$ cat config.mk
export PLATFORM = sky130hd
export DESIGN_NAME = bdd_core
export DESIGN_NICKNAME = d
export VERILOG_FILES = /design/src/design/bdd_pkg.sv /design/src/design/bdd_core.sv
export SDC_FILE = /design/constraint.sdc
export NUM_CORES = 1
export LEC_CHECK = 0
export BUFFER_PORTS_ARGS = -buffer_cell sky130_fd_sc_hd__buf_2
export CAP_MARGIN = 20
export CORE_MARGIN = 3
export CORE_UTILIZATION = 45
export CTS_CLUSTER_DIAMETER = 80
export DETAILED_ROUTE_END_ITERATION = 10
export MAX_ROUTING_LAYER = met4
export PLACE_DENSITY = 0.72
export SYNTH_ARGS = -nofsm -noshare
export SYNTH_HDL_FRONTEND = slang
export SYNTH_SLANG_ARGS = --single-unit
$ cat constraint.sdc
create_clock -name clock -period 8.6 [get_ports clock]
set_input_delay 0.43 -clock clock [delete_from_list [all_inputs] [get_ports clock]]
set_output_delay 0.43 -clock clock [all_outputs]
set_load 0.03 [all_outputs]
$ cat src/design/bdd_pkg.sv
// ----------------------------------------------------------------------------
// bdd_pkg: shared types and constants for the binary disk dilation block
// Store geometry, field widths, register indexes, operation codes and the
// pixel address map used by the scan logic.
// ----------------------------------------------------------------------------
package bdd_pkg;

   localparam int MAX_WIDTH  = 1024;
   localparam int MAX_HEIGHT = 1024;
   localparam int MAX_WEIGHT = 31;

   localparam int STORE_DEPTH = MAX_WIDTH * MAX_HEIGHT;
   localparam int ADDR_W      = $clog2(STORE_DEPTH);

   localparam int POS_W    = 10;
   localparam int DIM_W    = 11;
   localparam int WEIGHT_W = 5;
   localparam int SPAN_W   = WEIGHT_W;
   localparam int RAD_W    = WEIGHT_W - 1;
   localparam int OFF_W    = WEIGHT_W + 1;
   localparam int NBR_W    = DIM_W + 1;
   localparam int WSQ_W    = 2 * WEIGHT_W;
   localparam int DSQ_W    = 2 * OFF_W;
   localparam int IDX_W    = 2;
   localparam int CSR_W    = DIM_W;

   localparam int DIM_MAX_INT    = (1 << DIM_W) - 1;
   localparam int WEIGHT_MAX_INT = (1 << WEIGHT_W) - 1;
   localparam int WIDTH_CAP_INT  = (MAX_WIDTH < DIM_MAX_INT) ? MAX_WIDTH : DIM_MAX_INT;
   localparam int HEIGHT_CAP_INT = (MAX_HEIGHT < DIM_MAX_INT) ? MAX_HEIGHT : DIM_MAX_INT;
   localparam int WEIGHT_CAP_INT = (MAX_WEIGHT < WEIGHT_MAX_INT) ? MAX_WEIGHT : WEIGHT_MAX_INT;

   localparam logic [DIM_W-1:0]    WIDTH_CAP  = DIM_W'(WIDTH_CAP_INT);
   localparam logic [DIM_W-1:0]    HEIGHT_CAP = DIM_W'(HEIGHT_CAP_INT);
   localparam logic [WEIGHT_W-1:0] WEIGHT_CAP = WEIGHT_W'(WEIGHT_CAP_INT);

   localparam logic [DIM_W-1:0]    WIDTH_RESET  = DIM_W'(1024);
   localparam logic [DIM_W-1:0]    HEIGHT_RESET = DIM_W'(1024);
   localparam logic [WEIGHT_W-1:0] WEIGHT_RESET = WEIGHT_W'(2);

   localparam logic [IDX_W-1:0] REG_IMAGE_WIDTH   = 2'd0;
   localparam logic [IDX_W-1:0] REG_IMAGE_HEIGHT  = 2'd1;
   localparam logic [IDX_W-1:0] REG_STROKE_WEIGHT = 2'd2;

   localparam logic OP_LOAD  = 1'b0;
   localparam logic OP_QUERY = 1'b1;

   typedef struct packed {
      logic [DIM_W-1:0]    width;
      logic [DIM_W-1:0]    height;
      logic [WEIGHT_W-1:0] weight;
   } cfg_type;

   typedef struct packed {
      logic              en;
      logic [ADDR_W-1:0] addr;
      logic              data;
   } ram_wr_type;

   typedef struct packed {
      logic              en;
      logic [ADDR_W-1:0] addr;
   } ram_rd_type;

   typedef struct packed {
      logic valid;
      logic pixel;
   } result_type;

   function automatic logic [ADDR_W-1:0] store_addr(input logic [DIM_W-1:0] x,
                                                    input logic [DIM_W-1:0] y);
      return ADDR_W'(y) * ADDR_W'(MAX_WIDTH) + ADDR_W'(x);
   endfunction

endpackage

$ cat src/design/bdd_core.sv
// ----------------------------------------------------------------------------
// bdd_core: load and neighbourhood scan sequencer
// Writes loaded pixels to the frame store; for a query walks the disk one
// neighbour per cycle, reads the store and stops on the first on pixel.
// ----------------------------------------------------------------------------
module bdd_core (
   input  logic                        clock,
   input  logic                        reset,
   input  logic                        req_valid,
   output logic                        req_ready,
   input  logic                        req_op,
   input  logic [bdd_pkg::POS_W-1:0]   req_pos_x,
   input  logic [bdd_pkg::POS_W-1:0]   req_pos_y,
   input  logic                        req_pixel_in,
   input  bdd_pkg::cfg_type            cfg,
   output bdd_pkg::ram_wr_type         ram_wr,
   output bdd_pkg::ram_rd_type         ram_rd,
   input  logic                        ram_rdata,
   output bdd_pkg::result_type         result,
   input  logic                        result_take
);

   localparam logic [1:0] ST_IDLE = 2'd0;
   localparam logic [1:0] ST_SCAN = 2'd1;
   localparam logic [1:0] ST_DONE = 2'd2;

   logic [1:0]                   state_ff, state_in;
   logic [bdd_pkg::POS_W-1:0]    cx_ff, cx_in, cy_ff, cy_in;
   logic [bdd_pkg::RAD_W-1:0]    rad_ff, rad_in;
   logic [bdd_pkg::SPAN_W-1:0]   span_ff, span_in, ox_ff, ox_in, oy_ff, oy_in;
   logic [bdd_pkg::WSQ_W-1:0]    wsq_ff, wsq_in;
   logic                         issue_ff, issue_in, chk_ff, chk_in, fin_ff, fin_in;
   logic                         pixel_ff, pixel_in;

   logic                         accept, in_bounds, in_disk, in_image, last_pos;
   logic signed [bdd_pkg::OFF_W-1:0] dx, dy;
   logic signed [bdd_pkg::DSQ_W-1:0] dx2, dy2;
   logic [bdd_pkg::DSQ_W-1:0]        dsq;
   logic signed [bdd_pkg::NBR_W-1:0] nx, ny;

   assign req_ready = (state_ff == ST_IDLE);
   assign accept    = req_valid && req_ready;
   assign in_bounds = ({1'b0, req_pos_x} < cfg.width) && ({1'b0, req_pos_y} < cfg.height);

   assign dx  = $signed({1'b0, ox_ff}) - $signed({2'b00, rad_ff});
   assign dy  = $signed({1'b0, oy_ff}) - $signed({2'b00, rad_ff});
   assign dx2 = dx * dx;
   assign dy2 = dy * dy;
   assign dsq = $unsigned(dx2) + $unsigned(dy2);
   assign in_disk = {dsq, 2'b00} <= (bdd_pkg::DSQ_W + 2)'(wsq_ff);

   assign nx = $signed({{(bdd_pkg::NBR_W - bdd_pkg::POS_W){1'b0}}, cx_ff})
               + bdd_pkg::NBR_W'(dx);
   assign ny = $signed({{(bdd_pkg::NBR_W - bdd_pkg::POS_W){1'b0}}, cy_ff})
               + bdd_pkg::NBR_W'(dy);
   assign in_image = !nx[bdd_pkg::NBR_W-1] && !ny[bdd_pkg::NBR_W-1]
                     && (nx[bdd_pkg::DIM_W-1:0] < cfg.width)
                     && (ny[bdd_pkg::DIM_W-1:0] < cfg.height);
   assign last_pos = (ox_ff == span_ff) && (oy_ff == span_ff);

   assign ram_wr.en   = accept && (req_op == bdd_pkg::OP_LOAD) && in_bounds;
   assign ram_wr.addr = bdd_pkg::store_addr({1'b0, req_pos_x}, {1'b0, req_pos_y});
   assign ram_wr.data = req_pixel_in;

   assign ram_rd.en   = (state_ff == ST_SCAN) && issue_ff;
   assign ram_rd.addr = bdd_pkg::store_addr(nx[bdd_pkg::DIM_W-1:0], ny[bdd_pkg::DIM_W-1:0]);

   assign result.valid = (state_ff == ST_DONE);
   assign result.pixel = pixel_ff;

   always_comb begin
      state_in = state_ff;
      cx_in    = cx_ff;
      cy_in    = cy_ff;
      rad_in   = rad_ff;
      span_in  = span_ff;
      wsq_in   = wsq_ff;
      ox_in    = ox_ff;
      oy_in    = oy_ff;
      issue_in = issue_ff;
      pixel_in = pixel_ff;
      chk_in   = 1'b0;
      fin_in   = 1'b0;
      case (state_ff)
         ST_IDLE: begin
            if (accept) begin
               cx_in    = req_pos_x;
               cy_in    = req_pos_y;
               rad_in   = cfg.weight[bdd_pkg::WEIGHT_W-1:1];
               span_in  = {cfg.weight[bdd_pkg::WEIGHT_W-1:1], 1'b0};
               wsq_in   = bdd_pkg::WSQ_W'(cfg.weight) * bdd_pkg::WSQ_W'(cfg.weight);
               ox_in    = '0;
               oy_in    = '0;
               issue_in = 1'b1;
               pixel_in = 1'b0;
               if ((req_op == bdd_pkg::OP_QUERY) && in_bounds) begin
                  state_in = ST_SCAN;
               end else begin
                  state_in = ST_DONE;
               end
            end
         end
         ST_SCAN: begin
            if (issue_ff) begin
               chk_in = in_disk && in_image;
               fin_in = last_pos;
               if (last_pos) begin
                  issue_in = 1'b0;
               end else if (ox_ff == span_ff) begin
                  ox_in = '0;
                  oy_in = oy_ff + 1'b1;
               end else begin
                  ox_in = ox_ff + 1'b1;
               end
            end
            if (chk_ff && ram_rdata) begin
               pixel_in = 1'b1;
               state_in = ST_DONE;
            end else if (fin_ff) begin
               state_in = ST_DONE;
            end
         end
         ST_DONE: begin
            if (result_take) begin
               state_in = ST_IDLE;
            end
         end
         default: begin
            state_in = ST_IDLE;
         end
      endcase
   end

   always_ff @(posedge clock) begin
      if (reset) begin
         state_ff <= ST_IDLE;
         issue_ff <= 1'b0;
         chk_ff   <= 1'b0;
         fin_ff   <= 1'b0;
      end else begin
         state_ff <= state_in;
         issue_ff <= issue_in;
         chk_ff   <= chk_in;
         fin_ff   <= fin_in;
      end
      cx_ff    <= cx_in;
      cy_ff    <= cy_in;
      rad_ff   <= rad_in;
      span_ff  <= span_in;
      wsq_ff   <= wsq_in;
      ox_ff    <= ox_in;
      oy_ff    <= oy_in;
      pixel_ff <= pixel_in;
   end

endmodule

==> report_table.html <==
<table>
<tr><th>Metric</th><th>Value</th></tr>
<tr><th colspan="2">Drt</th></tr>
<tr><td>Via/cell ratio</td><td>5.13</td></tr>
<tr><td>Met2 routed wirelength</td><td>7130 µm</td></tr>
<tr><td>Routed vias</td><td>5473</td></tr>
<tr><td>Number of search-and-repair iterations in the first detailed-routing pass</td><td>4</td></tr>
<tr><td>ANT nets after route</td><td>0</td></tr>
<tr><td>Detailed-route wire length on metal 1</td><td>7190 µm</td></tr>
<tr><td>Top metal layer carrying routed signals</td><td>met4</td></tr>
<tr><td>Met3 WL post-DR</td><td>983 µm</td></tr>
<tr><td>Routed len/inst</td><td>14.6 µm</td></tr>
<tr><td>Remaining DRCs</td><td>0</td></tr>
<tr><td>Detailed Route WL</td><td>15600 µm</td></tr>
<tr><td>1st-iter DRT viols</td><td>273</td></tr>
<tr><th colspan="2">Logic synthesis</th></tr>
<tr><td>Top cell types by occurrence after synthesis</td><td>sky130_fd_sc_hd__inv_1, sky130_fd_sc_hd__ha_1, sky130_fd_sc_hd__fa_1, sky130_fd_sc_hd__nor2_1, sky130_fd_sc_hd__edfxtp_1</td></tr>
<tr><td>Total nets after synthesis</td><td>1014</td></tr>
<tr><td>Synthesized cell area</td><td>7260 µm²</td></tr>
<tr><td>Post-synth EDFFs</td><td>44</td></tr>
<tr><td>Number of cells produced by synthesis</td><td>773</td></tr>
<tr><td>Portion of synthesized cell area occupied by the leading cell type</td><td>21.2%</td></tr>
<tr><td>Largest cells by area after synthesis</td><td>sky130_fd_sc_hd__ha_1, sky130_fd_sc_hd__edfxtp_1, sky130_fd_sc_hd__fa_1</td></tr>
<tr><td>Total number of yosys warnings</td><td>0</td></tr>
<tr><td>Leading cell type by number of instances after synthesis</td><td>sky130_fd_sc_hd__inv_1</td></tr>
<tr><td>Netlist cell types</td><td>57</td></tr>
<tr><td>Synth Register Bits</td><td>49</td></tr>
<tr><td>Share of the yosys chip area belonging to registers</td><td>19.6%</td></tr>
<tr><td>Post-synth top area cell</td><td>sky130_fd_sc_hd__ha_1</td></tr>
<tr><td>Primary FF master, synth</td><td>sky130_fd_sc_hd__edfxtp_1</td></tr>
<tr><td>Mean Syn Cell Area</td><td>9.39 µm²</td></tr>
<tr><td>Synth async-reset ratio</td><td>0%</td></tr>
<tr><th colspan="2">CTS</th></tr>
<tr><td>Clock Tree Buf Depth</td><td>2</td></tr>
<tr><td>Number of clock buffers inserted by TritonCTS</td><td>5</td></tr>
<tr><td>Post-CTS clock slew at the launch and capture registers of the worst setup and hold paths</td><td>0.07 ns</td></tr>
<tr><td>Post-CTS Repair Setup Buffers</td><td>0</td></tr>
<tr><td>Hold_buf cts</td><td>0</td></tr>
<tr><td>Worst-skew pair later-pin latency</td><td>0.31 ns</td></tr>
<tr><td># H-tree levels</td><td>2</td></tr>
<tr><td>Post-CTS sizing</td><td>0</td></tr>
<tr><td>Clock sinks</td><td>49</td></tr>
<tr><td>Clock Tree Root</td><td>sky130_fd_sc_hd__clkbuf_16</td></tr>
<tr><td>Clock tree from TritonCTS</td><td>yes</td></tr>
<tr><th colspan="2">Setup path</th></tr>
<tr><td>Endpoint required time on the critical path</td><td>8.82 ns</td></tr>
<tr><td>Crit path launch</td><td>ox_ff[0]</td></tr>
<tr><td>Worst reg2reg path depth</td><td>31</td></tr>
<tr><td>Slowest cell on the critical path</td><td>sky130_fd_sc_hd__fa_1</td></tr>
<tr><td>Delay of the slowest cell on the worst path</td><td>0.55 ns</td></tr>
<tr><td>Launching element type of the critical path</td><td>flip-flop</td></tr>
<tr><td>Data arrival time of the critical path</td><td>7.98 ns</td></tr>
<tr><td>Critical Path Sink Type</td><td>flip-flop</td></tr>
<tr><td>Largest fanout of any net on the critical path</td><td>5</td></tr>
<tr><td>RR Startpoint</td><td>ox_ff[0]</td></tr>
<tr><td>Setup CP Type</td><td>flip-flop to flip-flop</td></tr>
<tr><th colspan="2">Place</th></tr>
<tr><td>Buffers on Ports</td><td>97</td></tr>
<tr><td>Final HPWL DP</td><td>13500 µm</td></tr>
<tr><td>Final weighted congestion of routability-driven global placement</td><td>0.878</td></tr>
<tr><td>Worst Setup Slack post-DPL</td><td>0.874 ns</td></tr>
<tr><th colspan="2">Floorplan</th></tr>
<tr><td>Width of the die</td><td>133 µm</td></tr>
<tr><td>DIE HEIGHT</td><td>133 µm</td></tr>
<tr><td>Initial core utilization</td><td>46.9%</td></tr>
<tr><td>Std-Cell Core Area</td><td>15500 µm²</td></tr>
<tr><td>Row count</td><td>45</td></tr>
<tr><td>Ports placed on the boundary</td><td>100</td></tr>
<tr><td>Area enclosed by the die boundary</td><td>17700 µm²</td></tr>
<tr><th colspan="2">GRT</th></tr>
<tr><td>GRT Total Usage</td><td>18.6%</td></tr>
<tr><td>Number of antenna violations at the first check in global routing</td><td>0</td></tr>
<tr><td>Vias in the first global route</td><td>5430</td></tr>
<tr><td>Largest net degree at the start of global routing</td><td>24</td></tr>
<tr><td>Aggregate global routing overflow</td><td>0</td></tr>
<tr><td>Global-route wire length before repair</td><td>26100 µm</td></tr>
<tr><th colspan="2">STA</th></tr>
<tr><td>Final setup violating endpoints</td><td>0</td></tr>
<tr><td>Worst Clk Skew</td><td>0.00731 ns</td></tr>
<tr><td>Period utilization</td><td>90.3%</td></tr>
<tr><td>Total Negative Setup Slacks</td><td>0 ns</td></tr>
<tr><td>Post-route worst setup slack</td><td>0.832 ns</td></tr>
<tr><td>Worst Max-Slew Pin Slew</td><td>0.636 ns</td></tr>
<tr><td>Final hold violation count</td><td>0</td></tr>
<tr><td>Slew headroom</td><td>56.5%</td></tr>
<tr><td>Crit path time final</td><td>7.77 ns</td></tr>
<tr><td>Setup repair after global routing missed its margin</td><td>no</td></tr>
<tr><td>Final Max Tran Viols</td><td>0</td></tr>
<tr><td>Peak clock frequency supported by timing</td><td>129 MHz</td></tr>
<tr><th colspan="2">Layout</th></tr>
<tr><td>Util after Layout</td><td>51.6%</td></tr>
<tr><td>Ant diodes</td><td>0</td></tr>
<tr><td>FF/Latch Area</td><td>1420 µm²</td></tr>
<tr><td>Final #Nets</td><td>1096</td></tr>
<tr><td>Area taken by multi-input logic gates</td><td>5080 µm²</td></tr>
<tr><td>Filler Cell Count</td><td>1453</td></tr>
<tr><td>Layout area overhead</td><td>10.1%</td></tr>
<tr><td>Fraction of final layout cells with drive strength greater than 1</td><td>13.9%</td></tr>
<tr><th colspan="2">Outcome</th></tr>
<tr><td>Result of the run</td><td>completed</td></tr>
<tr><th colspan="2">Worst hold path</th></tr>
<tr><td>Cell depth of the worst hold path</td><td>1</td></tr>
<tr><td>Worst Hold Class</td><td>input pin to flip-flop</td></tr>
<tr><td>Startpoint of the worst hold path</td><td>req_pos_x[0]</td></tr>
<tr><th colspan="2">Flow run</th></tr>
<tr><td>Number of max-cap violations</td><td>0</td></tr>
</table>
[cell families (layout without fill, tap and decap cells)]
family | after synthesis | count (layout) | share of synthesized area (%)
AOI/OAI and AO/OA | 116 | 116 | 11.0
DFF | 49 | 49 | 19.6
xor gates and xnor gates | 63 | 63 | 7.60
and+or+nand+nor | 184 | 184 | 12.6
buffers and inverters | 174 | 257 | 10.4
adders and majority gates | 187 | 187 | 38.8
[per-stage QoR]
stage          hold WS (ns)  area [µm²]  cells
2_1_floorplan         0.423        7260    773
3_3_place_gp          0.454        7850   1059
3_5_place_dp          0.458        7850   1059
4_1_cts               0.315        7990   1067
5_1_grt               0.322        7990   1067
6_report              0.322        7990   1067
[registers in the layout, indices dropped and copies added (netlist names)]
name      flops
ox_ff         5
issue_ff      1
cx_ff        10
oy_ff         5
fin_ff        1
rad_ff        4
cy_ff        10
pixel_ff      1
chk_ff        1
state_ff      2
wsq_ff        9
[layout make-up]
type / count / area share [%]
Inverter: 149 / 7.15
Clock inverter: 3 / 0.266
Tap cell: 211 / 3.30
Timing Repair Buffer: 100 / 6.35
Sequential cell: 49 / 17.8
Multi-Input combinational cell: 550 / 63.6
Clock buffer: 5 / 1.57
[metal layers]
layer	up-vias	global-route usage [%]
met2	163	29.3
li1	2733	-
met3	20	2.59
met1	2557	25.2
met5	-	-
met4	0	5.08
[critical path, delay by kind of cell (launching register included)]
family                   cells  cell delay (ns)
AND/OR/NAND/NOR              8             1.32
flip-flops                   1             0.46
buffers and inverters        8             0.61
adder cells (fa/ha/maj)     11             4.38
XOR/XNOR                     2             0.48
AO/OA/AOI/OAI                2             0.43
[worst paths after layout]
kind / slack [ns] / end
max: 0.83 / chk_ff
min: 0.32 / cx_ff[0]
max reg2reg: 0.83 / chk_ff
min reg2reg: 0.47 / state_ff[0]
[cell usage in the layout, fill, tap and decap left out, types with 2 or more instances in the layout]
cell / n
sky130_fd_sc_hd__a2111oi_0: 3
sky130_fd_sc_hd__a211o_1: 2
sky130_fd_sc_hd__a211oi_1: 5
sky130_fd_sc_hd__a211oi_2: 3
sky130_fd_sc_hd__a21boi_0: 3
sky130_fd_sc_hd__a21o_1: 12
sky130_fd_sc_hd__a21oi_1: 34
sky130_fd_sc_hd__a311oi_1: 2
sky130_fd_sc_hd__and2_1: 10
sky130_fd_sc_hd__and3_1: 7
sky130_fd_sc_hd__buf_2: 97
sky130_fd_sc_hd__buf_4: 3
sky130_fd_sc_hd__clkbuf_16: 5
sky130_fd_sc_hd__clkinv_1: 2
sky130_fd_sc_hd__dfxtp_1: 5
sky130_fd_sc_hd__edfxtp_1: 44
sky130_fd_sc_hd__fa_1: 64
sky130_fd_sc_hd__ha_1: 123
sky130_fd_sc_hd__inv_1: 147
sky130_fd_sc_hd__nand2_1: 33
sky130_fd_sc_hd__nand2b_1: 9
sky130_fd_sc_hd__nand3_1: 15
sky130_fd_sc_hd__nand4_1: 5
sky130_fd_sc_hd__nor2_1: 59
sky130_fd_sc_hd__nor2b_1: 14
sky130_fd_sc_hd__nor3_1: 11
sky130_fd_sc_hd__nor3b_1: 3
sky130_fd_sc_hd__nor4_1: 7
sky130_fd_sc_hd__o211ai_1: 3
sky130_fd_sc_hd__o21a_1: 7
sky130_fd_sc_hd__o21ai_0: 19
sky130_fd_sc_hd__o21ai_1: 3
sky130_fd_sc_hd__o21bai_1: 5
sky130_fd_sc_hd__o31a_1: 3
sky130_fd_sc_hd__or3_1: 4
sky130_fd_sc_hd__xnor2_1: 40
sky130_fd_sc_hd__xor2_1: 23
Power is not shown: default switching activity piles up to over one toggle a cycle in this logic, so the estimate is an artifact.
